<file path="src/sv/fpa_pkg.sv">
`timescale 1ns / 1ps
`default_nettype none
// ----------------------------------------------------------------------------
// fixed-point alu package
// shared types, operation codes and constants for the q24.8 alu
// ----------------------------------------------------------------------------
package fpa_pkg;

	localparam int FRAC_BITS_DEF = 8;
	// divisor register holds twice the operand magnitude
	localparam int DIV_DW        = 33;

	typedef enum logic [3:0] {
		MODE_ADD  = 4'd0,
		MODE_SUB  = 4'd1,
		MODE_MUL  = 4'd2,
		MODE_DIV  = 4'd3,
		MODE_MIN  = 4'd4,
		MODE_MAX  = 4'd5,
		MODE_INC  = 4'd6,
		MODE_DEC  = 4'd7,
		MODE_I2F  = 4'd8,
		MODE_F2I  = 4'd9
	} mode_t;

	typedef enum logic [1:0] {
		KIND_PASS = 2'd0,
		KIND_MUL  = 2'd1,
		KIND_DIV  = 2'd2
	} kind_t;

	typedef struct packed {
		logic [3:0]         mode;
		logic signed [31:0] operand_a;
		logic signed [31:0] operand_b;
	} cmd_t;

	typedef struct packed {
		logic signed [31:0] result;
		logic               a_less;
		logic               a_greater;
		logic               a_equal;
		logic               overflow;
		logic               divide_by_zero;
	} rsp_t;

	// word side information carried along the cell chain
	typedef struct packed {
		kind_t              kind;
		logic signed [63:0] r;
		logic               neg;
		logic               chk;
		logic               lt;
		logic               gt;
		logic               eq;
		logic               dz;
	} ctl_t;

endpackage
`default_nettype wire

</file>
<file path="src/sv/fpa_div_cell.sv">
`timescale 1ns / 1ps
`default_nettype none
// ----------------------------------------------------------------------------
// fpa divider cell
// one restoring division step per cell, passes the word on each cycle
// ----------------------------------------------------------------------------
module fpa_div_cell
	import fpa_pkg::*;
#(
	parameter int NW = 41
) (
	input  wire logic              clk,
	input  wire logic              arst_n,
	input  wire logic              vld_in,
	input  ctl_t                   ctl_in,
	input  wire logic [DIV_DW-1:0] rem_in,
	input  wire logic [DIV_DW-1:0] den_in,
	input  wire logic [NW-1:0]     sh_in,
	output logic                   vld_out,
	output ctl_t                   ctl_out,
	output logic [DIV_DW-1:0]      rem_out,
	output logic [DIV_DW-1:0]      den_out,
	output logic [NW-1:0]          sh_out
);

	logic [DIV_DW:0]   trial;
	logic              qbit;
	logic [DIV_DW:0]   diff;

	always_comb begin
		trial = {rem_in, sh_in[NW-1]};
		diff  = trial - {1'b0, den_in};
		qbit  = (trial >= {1'b0, den_in});
	end

	always_ff @(posedge clk or negedge arst_n) begin
		if (!arst_n) begin
			vld_out <= 1'b0;
		end else begin
			vld_out <= vld_in;
		end
	end

	always_ff @(posedge clk) begin
		ctl_out <= ctl_in;
		den_out <= den_in;
		// numerator bits leave at the top, quotient bits enter at the bottom
		sh_out  <= {sh_in[NW-2:0], qbit};
		rem_out <= qbit ? diff[DIV_DW-1:0] : trial[DIV_DW-1:0];
	end

endmodule
`default_nettype wire

</file>
<file path="config.mk">
export PLATFORM = sky130hd
export DESIGN_NAME = fpa_div_cell
export DESIGN_NICKNAME = d
export VERILOG_FILES = /design/src/sv/fpa_pkg.sv /design/src/sv/fpa_div_cell.sv
export SDC_FILE = /design/constraint.sdc
export NUM_CORES = 1
export LEC_CHECK = 0
export ABC_AREA = 1
export BUFFER_PORTS_ARGS = -buffer_cell sky130_fd_sc_hd__buf_2
export CORE_AREA = 2 2 140 142
export CTS_BUF_LIST = sky130_fd_sc_hd__clkbuf_8
export CTS_CLUSTER_SIZE = 16
export DETAILED_ROUTE_END_ITERATION = 10
export DIE_AREA = 0 0 142 144
export GPL_ROUTABILITY_DRIVEN = 0
export PLACE_DENSITY = 0.67
export SYNTH_ARGS = -nofsm -noshare
export SYNTH_HDL_FRONTEND = slang
export SYNTH_SLANG_ARGS = --single-unit
</file>
<file path="constraint.sdc">
create_clock -name clk -period 1 [get_ports clk]
set_input_delay 0.2 -clock clk [delete_from_list [all_inputs] [get_ports clk]]
set_output_delay 0.2 -clock clk [all_outputs]
set_load 0.005 [all_outputs]
</file>
==> impl_metrics.env <==
export IMPL_hold_viol_final=0
export IMPL_grt_max_degree=22
export IMPL_final_nets=1741
export IMPL_rsz0062_at_grt="yes"
export IMPL_crit_path_top_delay_cell="ha_4"
export IMPL_synth_compound_area_share=0.01807
export IMPL_cp_start_kind="input port"
export IMPL_worstMarginPinSlew_ns=0.3547
export IMPL_setup_viol=214
export IMPL_drv_slew=0
export IMPL_dp_hpwl_mm=18.96
export IMPL_via_per_inst=4.715
export IMPL_die_y_um=144
export IMPL_postRouteWirelength_mm=31.91
export IMPL_ys_flop_type="dfxtp_1"
export IMPL_ys_warn_count=0
export IMPL_initial_utilization=0.3628
export IMPL_grt_pass1_vias=8143
export IMPL_cpLargestDelayFamily="simple AND/OR/NAND/NOR gates"
export IMPL_drt_iter0_markers=515
export IMPL_wire_per_inst_um=17.93
export IMPL_synth_cell_types=30
export IMPL_synth_nets=1075
export IMPL_arrival_ns=1.87
export IMPL_grt_pass1_wl_mm=42.12
export IMPL_ctsHtreeMaxLevel=4
export IMPL_muxShareOfSynthArea=0
export IMPL_p_total_mw=18.87
export IMPL_ys_ff_latch=180
export IMPL_min_period_ns=1.468
export IMPL_drv_cap=0
export IMPL_worst_setup_path_type="in -> reg"
export IMPL_relSlewSlack=0.7627
export IMPL_path_buf_inv=6
export IMPL_yosys_area_share_adder=0.06253
export IMPL_synth_cells=859
export IMPL_ys_async_sr_fraction=0.005556
export IMPL_cts_sinks=180
export IMPL_violations="setup timing"
export IMPL_yosysSeqAreaShare=0.5212
export IMPL_synth_edf_count=0
export IMPL_area_growth_pct=100.6
export IMPL_drcViolationCount=0
export IMPL_min_to="rem_out[27]$_DFF_P_"
export IMPL_ant_nets=0
export IMPL_vias=8388
export IMPL_synth_xor_area_frac=0.01771
export IMPL_layout_drive_gt1_share=0.5481
export IMPL_grt_total_usage=0.2676
export IMPL_end_kind="register"
export IMPL_yosys_area_share_simple=0.2832
export IMPL_setup_slack_ns=-0.4683
export IMPL_cts_tree="done"
export IMPL_synth_top_family_by_area="simple AND/OR/NAND/NOR gates"
export IMPL_status="finished, violations left"
export IMPL_root_buffer="clkbuf_8"
export IMPL_period_share=1.468
export IMPL_power_density_nw_per_um2=1359
export IMPL_timing_hold_ws_ns=0.03493
export IMPL_clock_fmax_ghz=0.6810
export IMPL_die_width_um=142
export IMPL_cpPeakStageDelay_ns=0.30
export IMPL_numPortBuffers=361
export IMPL_synthesis_area_um2=6923
export IMPL_antenna_found_initial=2
export IMPL_worstHoldPathCells=3
export IMPL_gr_total_overflow=0
export IMPL_clk_pin_slew_worst_paths_ns=0.10
export IMPL_first_pass_iters=5
export IMPL_min_from="rem_in[26]"
export IMPL_die_area_um2=20450
export IMPL_hp_class="in -> reg"
export IMPL_syn_avg_cell_area_um2=8.059
export IMPL_row_count=51
export IMPL_p_leak_nw=7.130
export IMPL_max_vdd_ir_drop_mv=0.8739
export IMPL_io_pins=362
export IMPL_crit_chain="buf_2 -> inv_2 -> ha_4 -> nand2_4 -> inv_2 -> nand2_2 -> inv_2 -> nand2_2 -> nor2_1 -> nand2_1 -> nand2_2 -> nor2_4 -> buf_12 -> nand2_8 -> buf_12 -> nand3_2 -> nand2_1"
export IMPL_cp_max_fo=7
export IMPL_cts_max_path_buffers=2
export IMPL_core_area_um2=19080
export IMPL_required_ns=1.41
export IMPL_cts_buffers=17
## where the power goes
part | internal (mW) | switching [mW]
sequential | 7.80 | 0.231
clock | 1.98 | 3.27
combinational | 2.90 | 2.69
## layout make-up
class	count	area (um^2)
multi-input combinational	511	3685
clock inverter	15	197.7
tap	238	297.8
sequential	180	3720
inverter	160	630.6
fill	1250	5194
antenna	3	7.507
timing repair buffer	655	5114
clock buffer	17	234.0
## cell usage after synthesis, types with 3 or more instances
cell      count  area share
nand3_2      15       0.022
dfxtp_1     179        0.52
nand2_2       6      0.0054
ha_1         33       0.060
buf_2         6      0.0043
a21oi_1      21       0.015
nor3_2        3      0.0043
nand3_1      54       0.039
nand3b_1     10       0.011
nor3_1        8      0.0058
inv_1       155       0.084
inv_2         5      0.0027
nor2_1       35       0.019
nor2_2        4      0.0036
nand2_1     289        0.16
xor2_1       13       0.016
and2_1        5      0.0045
## sequential cells by signal (all words and copies together) (netlist names)
signal / flops
ctl_out: 72
sh_out: 41
den_out: 33
rem_out: 33
vld_out: 1
## per-stage QoR
stage / TNS [ns] / util / setup WS (ns) / instance area, um^2 / instances
after global placement: -30.98 / 0.5255 / -0.9553 / 10030 / 1557
after floorplan: -20.13 / - / -0.6170 / 7147 / 859
final: -34.19 / 0.7278 / -0.4683 / 13890 / 1779
after CTS: -33.29 / 0.6750 / -0.3590 / 12880 / 1768
after detailed placement: -31.92 / 0.5255 / -0.9745 / 10030 / 1557
after global routing: -41.82 / 0.7277 / -0.4661 / 13880 / 1778
## metal layers
layer	GRT usage	routed length [um]	up-vias
li1	-	-	3928
met2	0.4811	16320	438
met1	0.2965	11660	3881
met4	0.1384	1843	0
met3	0.05993	2086	141
met5	0	0	-
## kinds of logic after synthesis
family                     after synthesis
xor gates and xnor gates                14
buffers and inverters                  169
DFF                                    180
and+or+nand+nor                        438
AOI/OAI and AO/OA                       24
adders and majority gates               34
## worst max-delay path by stage
stage / startpoint / slack [ns] / to / cells past startpoint
2_1_floorplan: sh_in[40] / -0.62 / rem_out[28]$_DFF_P_ / 13
3_5_place_dp: rem_in[20] / -0.97 / rem_out[10]$_DFF_P_ / 13
4_1_cts: rem_in[30] / -0.36 / rem_out[26]$_DFF_P_ / 11
3_3_place_gp: den_in[11] / -0.96 / rem_out[22]$_DFF_P_ / 13
5_1_grt: rem_in[21] / -0.47 / rem_out[8]$_DFF_P_ / 14
6_report: den_in[13] / -0.47 / rem_out[29]$_DFF_P_ / 17
## layout by cell type, fill, tap and decap left out, types with 27 or more instances in the layout
cell | synthesis | routed
buf_2 | 6 | 271
nand2_1 | 289 | 203
dlygate4sd3_1 | 0 | 167
inv_1 | 155 | 120
buf_4 | 0 | 114
dfxtp_1 | 179 | 92
buf_6 | 2 | 91
dfxtp_2 | 0 | 86
nand2_2 | 6 | 65
nand3_1 | 54 | 45
inv_2 | 5 | 32
ha_4 | 0 | 32
nand2_4 | 1 | 27
## what timing repair did
action                                  CTS  global route
cloned                                    2             0
buffers inserted                         11             8
endpoints found under the setup margin  214           214
gates resized for setup                 159           276
pin swaps                                45            58
hold buffers                            167             0
endpoints found under the hold margin   166             0
Note: power is estimated with default switching activity, not from simulation.
